$ cat src/hw/rtl/consensus_unstable_log_window_defines.svh
// Assertion macros for the unstable log window block
`ifndef CONSENSUS_UNSTABLE_LOG_WINDOW_DEFINES_SVH
`define CONSENSUS_UNSTABLE_LOG_WINDOW_DEFINES_SVH

`ifndef SYNTHESIS

`define CULW_ASSERT(lbl, clk, rstn, prop, msg) \
	lbl: assert property (@(posedge clk) disable iff (!rstn) (prop)) else $error(msg);

`define CULW_ASSERT_IMPL(lbl, clk, rstn, ante, cons, msg) \
	lbl: assert property (@(posedge clk) disable iff (!rstn) (ante) |-> (cons)) else $error(msg);

`define CULW_ASSERT_NEXT(lbl, clk, rstn, ante, cons, msg) \
	lbl: assert property (@(posedge clk) disable iff (!rstn) (ante) |=> (cons)) else $error(msg);

`else

`define CULW_ASSERT(lbl, clk, rstn, prop, msg)

`define CULW_ASSERT_IMPL(lbl, clk, rstn, ante, cons, msg)

`define CULW_ASSERT_NEXT(lbl, clk, rstn, ante, cons, msg)

`endif

`endif

$ cat src/hw/rtl/culw_pkg.sv
// Types, codes and sizes shared by the unstable log window block
`timescale 1ns / 1ps

package culw_pkg;

	localparam int DEPTH  = 64;
	localparam int AW     = $clog2(DEPTH);
	localparam int CNT_W  = $clog2(DEPTH + 1);
	localparam int IDX_W  = 64;
	localparam int TERM_W = 64;
	localparam int CMD_W  = 3;
	localparam int ST_W   = 2;

	localparam logic [CNT_W-1:0] CNT_FULL = CNT_W'(DEPTH);

	localparam logic [CMD_W-1:0] CMD_APPEND      = 3'd0;
	localparam logic [CMD_W-1:0] CMD_STABLE      = 3'd1;
	localparam logic [CMD_W-1:0] CMD_STABLE_SNAP = 3'd2;
	localparam logic [CMD_W-1:0] CMD_RESTORE     = 3'd3;
	localparam logic [CMD_W-1:0] CMD_QUERY       = 3'd4;

	localparam logic [ST_W-1:0] ST_DONE    = 2'd0;
	localparam logic [ST_W-1:0] ST_IGNORED = 2'd1;
	localparam logic [ST_W-1:0] ST_BOUNDS  = 2'd2;
	localparam logic [ST_W-1:0] ST_FULL    = 2'd3;

	typedef struct packed {
		logic [CMD_W-1:0]  command;
		logic [IDX_W-1:0]  log_index;
		logic [TERM_W-1:0] entry_term;
	} req_t;

	typedef struct packed {
		logic [ST_W-1:0]   status;
		logic              found;
		logic [TERM_W-1:0] found_term;
		logic              first_valid;
		logic [IDX_W-1:0]  first_index;
		logic              last_valid;
		logic [IDX_W-1:0]  last_index;
		logic [CNT_W-1:0]  held_count;
	} rsp_t;

	typedef struct packed {
		logic              we;
		logic [AW-1:0]     addr;
		logic [TERM_W-1:0] data;
	} ring_wr_t;

endpackage

$ cat src/hw/rtl/culw_ctrl.sv
// Window state, command decode and result register
`timescale 1ns / 1ps

`include "consensus_unstable_log_window_defines.svh"

module culw_ctrl
	import culw_pkg::*;
(
	input  logic              clk,
	input  logic              arst_n,
	input  logic              valid_s1,
	input  req_t              req_s1,
	input  logic [TERM_W-1:0] ring_term,
	output ring_wr_t          ring_wr,
	output logic              done,
	output rsp_t              rsp
);

	logic [IDX_W-1:0]  base_q, base_n;
	logic [CNT_W-1:0]  cnt_q, cnt_n;
	logic              pend_q, pend_n;
	logic [IDX_W-1:0]  snap_idx_q, snap_idx_n;
	logic [TERM_W-1:0] snap_term_q, snap_term_n;
	logic              done_q;
	rsp_t              rsp_q, rsp_n;

	logic [IDX_W-1:0]  idx;
	logic [TERM_W-1:0] term;
	logic [IDX_W-1:0]  diff;
	logic [IDX_W-1:0]  cnt_ext;
	logic              ge;
	logic              in_win;

	always_comb begin
		idx     = req_s1.log_index;
		term    = req_s1.entry_term;
		diff    = idx - base_q;
		cnt_ext = IDX_W'(cnt_q);
		ge      = idx >= base_q;
		in_win  = ge && (diff < cnt_ext);

		base_n      = base_q;
		cnt_n       = cnt_q;
		pend_n      = pend_q;
		snap_idx_n  = snap_idx_q;
		snap_term_n = snap_term_q;
		ring_wr.we   = 1'b0;
		ring_wr.addr = idx[AW-1:0];
		ring_wr.data = term;

		rsp_n            = '0;
		rsp_n.status     = ST_IGNORED;

		unique case (req_s1.command)
			CMD_APPEND: begin
				if (ge && diff == cnt_ext) begin
					if (cnt_q == CNT_FULL) begin
						rsp_n.status = ST_FULL;
					end else begin
						cnt_n        = cnt_q + 1'b1;
						ring_wr.we   = valid_s1;
						rsp_n.status = ST_DONE;
					end
				end else if (!ge || idx == base_q) begin
					base_n       = idx;
					cnt_n        = CNT_W'(1);
					ring_wr.we   = valid_s1;
					rsp_n.status = ST_DONE;
				end else if (diff > cnt_ext) begin
					rsp_n.status = ST_BOUNDS;
				end else begin
					cnt_n        = diff[CNT_W-1:0] + 1'b1;
					ring_wr.we   = valid_s1;
					rsp_n.status = ST_DONE;
				end
			end
			CMD_STABLE: begin
				if (in_win && ring_term == term) begin
					base_n       = idx + 1'b1;
					cnt_n        = cnt_q - (diff[CNT_W-1:0] + 1'b1);
					rsp_n.status = ST_DONE;
				end
			end
			CMD_STABLE_SNAP: begin
				if (pend_q && snap_idx_q == idx) begin
					pend_n       = 1'b0;
					rsp_n.status = ST_DONE;
				end
			end
			CMD_RESTORE: begin
				base_n       = idx + 1'b1;
				cnt_n        = '0;
				pend_n       = 1'b1;
				snap_idx_n   = idx;
				snap_term_n  = term;
				rsp_n.status = ST_DONE;
			end
			CMD_QUERY: begin
				if (!ge) begin
					if (pend_q && snap_idx_q == idx) begin
						rsp_n.found      = 1'b1;
						rsp_n.found_term = snap_term_q;
						rsp_n.status     = ST_DONE;
					end
				end else if (in_win) begin
					rsp_n.found      = 1'b1;
					rsp_n.found_term = ring_term;
					rsp_n.status     = ST_DONE;
				end
			end
			default: ;
		endcase

		rsp_n.first_valid = pend_n;
		rsp_n.first_index = pend_n ? snap_idx_n + 1'b1 : '0;
		rsp_n.held_count  = cnt_n;
		if (cnt_n != '0) begin
			rsp_n.last_valid = 1'b1;
			rsp_n.last_index = base_n + IDX_W'(cnt_n) - 1'b1;
		end else if (pend_n) begin
			rsp_n.last_valid = 1'b1;
			rsp_n.last_index = snap_idx_n;
		end
	end

	always_ff @(posedge clk or negedge arst_n) begin
		if (!arst_n) begin
			base_q      <= '0;
			cnt_q       <= '0;
			pend_q      <= 1'b0;
			snap_idx_q  <= '0;
			snap_term_q <= '0;
			done_q      <= 1'b0;
		end else begin
			done_q <= valid_s1;
			if (valid_s1) begin
				base_q      <= base_n;
				cnt_q       <= cnt_n;
				pend_q      <= pend_n;
				snap_idx_q  <= snap_idx_n;
				snap_term_q <= snap_term_n;
			end
		end
	end

	always_ff @(posedge clk) begin
		if (valid_s1) begin
			rsp_q <= rsp_n;
		end
	end

	assign done = done_q;
	assign rsp  = rsp_q;

	`CULW_ASSERT(a_cnt_bound, clk, arst_n, cnt_q <= CNT_FULL, "entry count above ring depth")
	`CULW_ASSERT_NEXT(a_one_result, clk, arst_n, valid_s1, done, "command gave no result beat")
	`CULW_ASSERT_IMPL(a_full_count, clk, arst_n, done && rsp.status == ST_FULL, rsp.held_count == CNT_FULL, "full status with room left")
	`CULW_ASSERT_IMPL(a_first_snap, clk, arst_n, done, rsp.first_valid == pend_q, "first index disagrees with snapshot")
	`CULW_ASSERT_IMPL(a_found_done, clk, arst_n, done && rsp.found, rsp.status == ST_DONE, "found term without done status")

endmodule

$ cat config.mk
export PLATFORM = sky130hd
export DESIGN_NAME = culw_ctrl
export DESIGN_NICKNAME = d
export VERILOG_FILES = /design/src/hw/rtl/culw_pkg.sv /design/src/hw/rtl/culw_ctrl.sv
export VERILOG_INCLUDE_DIRS = /design/src /design/src/hw/rtl
export SDC_FILE = /design/constraint.sdc
export NUM_CORES = 1
export LEC_CHECK = 0
export BUFFER_PORTS_ARGS = -buffer_cell sky130_fd_sc_hd__buf_2
export CAP_MARGIN = 10
export CORE_ASPECT_RATIO = 1.5
export CORE_UTILIZATION = 38
export DETAILED_ROUTE_END_ITERATION = 6
export GPL_TIMING_DRIVEN = 0
export HOLD_SLACK_MARGIN = 0.05
export SYNTH_ARGS = -nofsm -noshare
export SYNTH_HDL_FRONTEND = slang
export SYNTH_SLANG_ARGS = --single-unit
export TNS_END_PERCENT = 50
$ cat constraint.sdc
create_clock -name clk -period 16.2 [get_ports clk]
set_clock_uncertainty 0.05 [all_clocks]
set_input_delay 1.62 -clock clk [delete_from_list [all_inputs] [get_ports clk]]
set_output_delay 1.62 -clock clk [all_outputs]
set_load 0.01 [all_outputs]
==> reports/metrics.cfg, run 1 <==
[critical_path]
worstPathArrival_ns = 14.99
cp_num_buf_inv = 6
worstSetupPathType = in2reg
start_kind = input pin
critPathSlowestCell = a211oi_1
worst_r2r_endpoint = rsp[68]$_DFFE_PP_
cpLargestDelayFamily = compound AO/OA/AOI/OAI gates
required_ns = 16.47
cp_max_fo = 10
end_kind = flip-flop
reg2reg_depth = 46
reg2reg_from = base_q[32]$_DFFE_PN0P_
critical_path_depth = 46
crit_top_cell = a21oi_1
startpoint = req_s1[96]
cpPeakStageDelay_ns = 0.98
r2r_slack_ns = 2.21

[finish]
final_cells = 5405
drive_gt1_share_pct = 19.3
syn_to_final_growth_pct = 16.4
fin_nets = 4590
stdcell_area_um2 = 37500

[timing]
fmax_ghz = 0.0679
hold_ws_ns = 0.454
fin_crit_sh_pct = 90.9
setup_viol = 0
fin_setup_tns_ns = 0
worst_slew_pin_slew_ns = 1.16
rsz0062_at_grt = false
max-slew-margin-rel_pct = 21.7
slew_viol_final = 0
hold_viol = 0
post-route-min-period_ns = 14.72

[clock_network]
cts_root_buf = clkbuf_16
cts.sinks = 405
cts_buffers = 40
ctsHtreeMaxLevel = 2
hold_buffers = 0
clkTransAtPathRegs_ns = 0.07
cts_resized = 0
post_cts_buffers = 0
cts_buffer_depth = 3
cts_tree = done
clock_latency_ns = 0.60

[logic_synthesis]
syn_inst = 3721
ys_types = 92
ys_seq_area_share_pct = 34.7
ys_warn_count = 0
yosysTopAreaCellShare_pct = 19.0
async_flop_share_pct = 49.6
synthFlopType = edfxtp_1
syn_area_um2 = 32200
ys_seq_elements = 405
synth_commonest_cells = nand2_1 (356), a21oi_1 (306), nor2_1 (304)
syn_nets = 4068
synth_edf_count = 204
yosysTopAreaCell = edfxtp_1
synthTopCellsByArea = edfxtp_1 (19%), dfrtp_1 (16%), ha_1 (5.7%)
synth_area_per_cell_um2 = 8.65
yosysMostFrequentCell = nand2_1

[floorplan]
initial_utilization_pct = 38.4
die_w_um = 240
die_y_um = 358
core_area_um2 = 83800
rows = 130
ioPinCount = 474
die_area_um2 = 85800

[grt]
grt_overflow_total = 0
first_global_vias = 30000
grt_pass1_wl_um = 203000
grt_max_degree = 107
track_usage_pct = 33.1
antenna_found_initial = 8

[worst_hold_path]
whs_path_depth = 1
min_from = snap_term_q[4]$_DFFE_PN0P_
worst_hold_path.endpoint = snap_term_q[4]$_DFFE_PN0P_
hold_class = reg2reg

[power]
power.density_nw_per_um2 = 136
ir_drop_mv = 0.0807
leakage_nw = 15.4
total_power_w = 0.00510

[drt]
drt_wl_total_um = 146000
ant_nets = 0
dr_total_vias = 31000
drcViolationCount = 0
avgRoutedWirePerCell_um = 27.1
drtIter0Drc = 2357
drt-pass1-iter-count = 6
vias_per_cell = 5.73

[run_status]
status = finished clean

[placement]
gp_congestion = 0.980
place_area_um2 = 36100
dp_hpwl_um = 122000
port_buffers = 473
dp_cells = 5323

[job]
maxCapViolations = 0

## sequential cells by signal, summed over array words and instances, names as in the netlist
name	flops
done	1
cnt_q	7
pend_q	1
snap_term_q	64
base_q	64
snap_idx_q	64
rsp	204
## metal layers
| metal | share of wire [%] | track usage [%] |
|---|---|---|
| met1 | 35 | 34.1 |
| met2 | 50 | 58.8 |
| met3 | 5.1 | 3.59 |
| met4 | 10 | 30.5 |
| met5 | 0.0089 | 0 |
## metrics by stage
step,util [%],setup WS (ns)
detailed placement,43.1,1.19
global placement,42.9,0.376
finish,44.7,1.48
CTS,44.7,1.74
global route,44.7,1.20
floorplan,-,5.11
## how the worst max path moves through the flow
stage / to / slack (ns)
after floorplan: rsp[62]$_DFFE_PP_ / 5.11
after global placement: rsp[68]$_DFFE_PP_ / 0.38
after detailed placement: rsp[68]$_DFFE_PP_ / 1.19
after CTS: rsp[68]$_DFFE_PP_ / 1.74
after global routing: rsp[68]$_DFFE_PP_ / 1.20
final: rsp[68]$_DFFE_PP_ / 1.48
## cell usage in the layout (no fill, tap or decap), types with 40 or more instances in the layout
master     netlist  final
nor2_1         304    304
edfxtp_1       204    204
ha_1           146    146
nand3_1         86     86
nand2_1        356    356
a22oi_1         77     77
xor2_1         173    173
o21ai_0        181    181
clkbuf_1       192    199
a21oi_1        306    306
clkbuf_16        0     40
dfrtp_1        201    201
xnor2_1        181    181
o22ai_1         48     48
nand4_1         87     87
a21o_1          65     65
nor3_1          58     58
inv_1          193    193
buf_4           78     81
buf_2           28    500
mux2i_1         75     75
and3_1          43     43
mux2_2         127    127
## area by class of cell
class / instances / area, µm²
clock inverter: 27 / 319
timing repair buffer: 480 / 2500
sequential: 405 / 11200
buffer: 327 / 1560
fill: 8391 / 46300
clock buffer: 47 / 1030
inverter: 193 / 724
multi-input combinational: 2796 / 18800
tap: 1122 / 1400
antenna: 8 / 20.0
## worst register-to-register path: cells and delay by family (launching register included)
kind | cells | cell delay (ns)
AO/OA/AOI/OAI | 23 | 6.27
AND/OR/NAND/NOR | 13 | 3.56
buffers and inverters | 6 | 2.15
adder cells (fa/ha/maj) | 3 | 1.14
XOR/XNOR | 1 | 0.23
flip-flops | 1 | 0.35
## report_power, final
group          switching, W  total, W  internal, W
sequential         0.000159   0.00152      0.00136
clock              0.000454  0.000999     0.000545
combinational       0.00166   0.00258     0.000920
total               0.00227   0.00510      0.00283
## cell families after synthesis
kind of cell               count (synthesis)  synth area share, %
and+or+nand+nor                         1089                 15.8
adders and majority gates                150                 5.90
AOI/OAI and AO/OA                       1001                 20.1
DFF                                      405                 34.7
buffers and inverters                    520                 7.09
xor gates and xnor gates                 354                 9.64
muxes                                    202                 6.78
Note: power is estimated with default switching activity, not from simulation.
==> run 2: changes to the inputs <==
--- a/config.mk
+++ b/config.mk
@@ -13,6 +13,7 @@
 export DETAILED_ROUTE_END_ITERATION = 6
 export GPL_TIMING_DRIVEN = 0
 export HOLD_SLACK_MARGIN = 0.05
+export PLACE_DENSITY = 0.65
 export SYNTH_ARGS = -nofsm -noshare
 export SYNTH_HDL_FRONTEND = slang
 export SYNTH_SLANG_ARGS = --single-unit
==> run 2 against run 1 <==
Non-clock buffer count unchanged; die area did not move; largest power group unchanged; worst hold slack gained 0.0030 ns; flip-flop and latch count unchanged; utilization decreased by 0.099 points; largest cell class unchanged; setup slack improved by 0.27 ns; clock power down 5.0%; first-iteration DRC count grew 8.3%; register-to-register slack improved by 0.27 ns.
==> reports/metrics.cfg, run 2 (synthesized netlist as in run 1, its figures left out) <==
[run_status]
status = finished clean

[critical_path]
worstPathArrival_ns = 14.71
critPathSlowestCell = or4b_1
cpPeakStageDelay_ns = 0.72
end_kind = flip-flop
crit_top_cell = a21oi_1
required_ns = 16.46
start_kind = input pin
worstSetupPathType = in2reg
cp_max_fo = 10

[power]
power.density_nw_per_um2 = 135
leakage_nw = 15.4
ir_drop_mv = 0.0969

[clock_network]
cts.sinks = 405
cts_buffer_depth = 3
cts_tree = done
ctsHtreeMaxLevel = 2
clkTransAtPathRegs_ns = 0.06
clock_latency_ns = 0.61
post_cts_buffers = 0
hold_buffers = 0
cts_root_buf = clkbuf_16
cts_resized = 0
cts_buffers = 39

[placement]
gp_congestion = 1.03
place_ws_ns = 1.31
dp_hpwl_um = 119000
port_buffers = 473

[floorplan]
rows = 130
die_w_um = 240
die_y_um = 358
initial_utilization_pct = 38.4
ioPinCount = 474
die_area_um2 = 85800
core_area_um2 = 83800

[finish]
drive_gt1_share_pct = 19.2
final_core_util_pct = 44.6
largest_register_ffs = 204
final.fill_count = 8403
layout_common_cells = buf_2 (500), nand2_1 (356), a21oi_1 (306)
fin_nets = 4589
mostFrequentLayoutCell = buf_2
syn_to_final_growth_pct = 16.2

[drt]
vias_per_cell = 5.74
drt_wl_total_um = 145000
ant_nets = 0
dr_total_vias = 31000
avgRoutedWirePerCell_um = 26.7
drtIter0Drc = 2553
drt-pass1-iter-count = 6
drcViolationCount = 0

[timing]
hold_viol = 0
setup_viol = 0
slew_viol_final = 0
setup_ws_ns = 1.75
post-route-min-period_ns = 14.45
fin_setup_tns_ns = 0
rsz0062_at_grt = false
max-slew-margin-rel_pct = 17.6
worst_slew_pin_slew_ns = 1.24
fmax_ghz = 0.0692
fin_crit_sh_pct = 89.2

[job]
maxCapViolations = 0

[grt]
grt_max_degree = 117
grt_overflow_total = 0
first_global_vias = 29800
track_usage_pct = 32.7
grt_pass1_wl_um = 202000
antenna_found_initial = 12

[worst_hold_path]
hold_class = reg2reg

==> run 2: cell count changes in the layout (fill, tap and decap cells not counted), moves of 2 or more <==
cell,before,now
clkinv_4,3,1
clkinvlp_4,5,2
clkinv_1,2,8
clkbuf_1,199,196
bufinv_16,5,2
==> run 2: critical path: cells and delay by family <==
| family | cells | cell delay (ns) |
|---|---|---|
| AOI/OAI and AO/OA | 27 | 7.22 |
| buffers and inverters | 8 | 2.25 |
| xor gates and xnor gates | 1 | 0.17 |
| adders and majority gates | 4 | 1.32 |
| and+or+nand+nor | 11 | 2.08 |
==> run 2: power by group <==
group / switching, W / total [W] / internal, W
clock network: 0.000452 / 0.000949 / 0.000498
logic: 0.00166 / 0.00258 / 0.000921
registers: 0.000149 / 0.00151 / 0.00136
==> run 2: area by class of cell <==
class | count | area [µm²] | share of cell area, %
Antenna cell | 8 | 20.0 | 0.0536
Buffer | 327 | 1560 | 4.16
Clock buffer | 45 | 1030 | 2.76
Clock inverter | 27 | 235 | 0.629
Inverter | 193 | 724 | 1.94
Multi-Input combinational cell | 2796 | 18800 | 50.2
Sequential cell | 405 | 11200 | 29.9
Tap cell | 1122 | 1400 | 3.76
Timing Repair Buffer | 480 | 2500 | 6.68
==> run 2: layer usage <==
layer | vias to the layer above | global-route usage, % | wire length [µm]
met3 | 404 | 4.66 | 7980
li1 | 14400 | - | -
met4 | 4 | 29.0 | 14400
met5 | - | 0 | 26
met2 | 1298 | 57.2 | 70500
met1 | 14900 | 34.2 | 51500
==> run 2: worst paths after layout <==
path	startpoint	slack, ns	cells after the start	to
setup / recovery	req_s1[64]	1.75	51	rsp[68]$_DFFE_PP_
hold / removal	snap_term_q[53]$_DFFE_PN0P_	0.46	1	snap_term_q[53]$_DFFE_PN0P_
setup reg to reg	base_q[37]$_DFFE_PN0P_	2.48	49	rsp[68]$_DFFE_PP_
hold reg to reg	snap_term_q[53]$_DFFE_PN0P_	0.46	1	snap_term_q[53]$_DFFE_PN0P_
max in group asynchronous	arst_n	14.00	3	base_q[8]$_DFFE_PN0P_
min in group asynchronous	arst_n	0.86	1	snap_idx_q[58]$_DFFE_PN0P_
==> run 2: per-stage QoR <==
stage | total power (W) | hold slack [ns] | instance area [µm²] | instances
5_1_grt | 0.00529 | 0.466 | 37400 | 5401
4_1_cts | 0.00500 | 0.458 | 37300 | 5394
3_5_place_dp | 0.00405 | 0.443 | 36100 | 5322
6_report | 0.00504 | 0.457 | 37400 | 5403
2_1_floorplan | 0.00312 | 0.430 | 32200 | 3721
3_3_place_gp | 0.00403 | 0.437 | 35900 | 5316
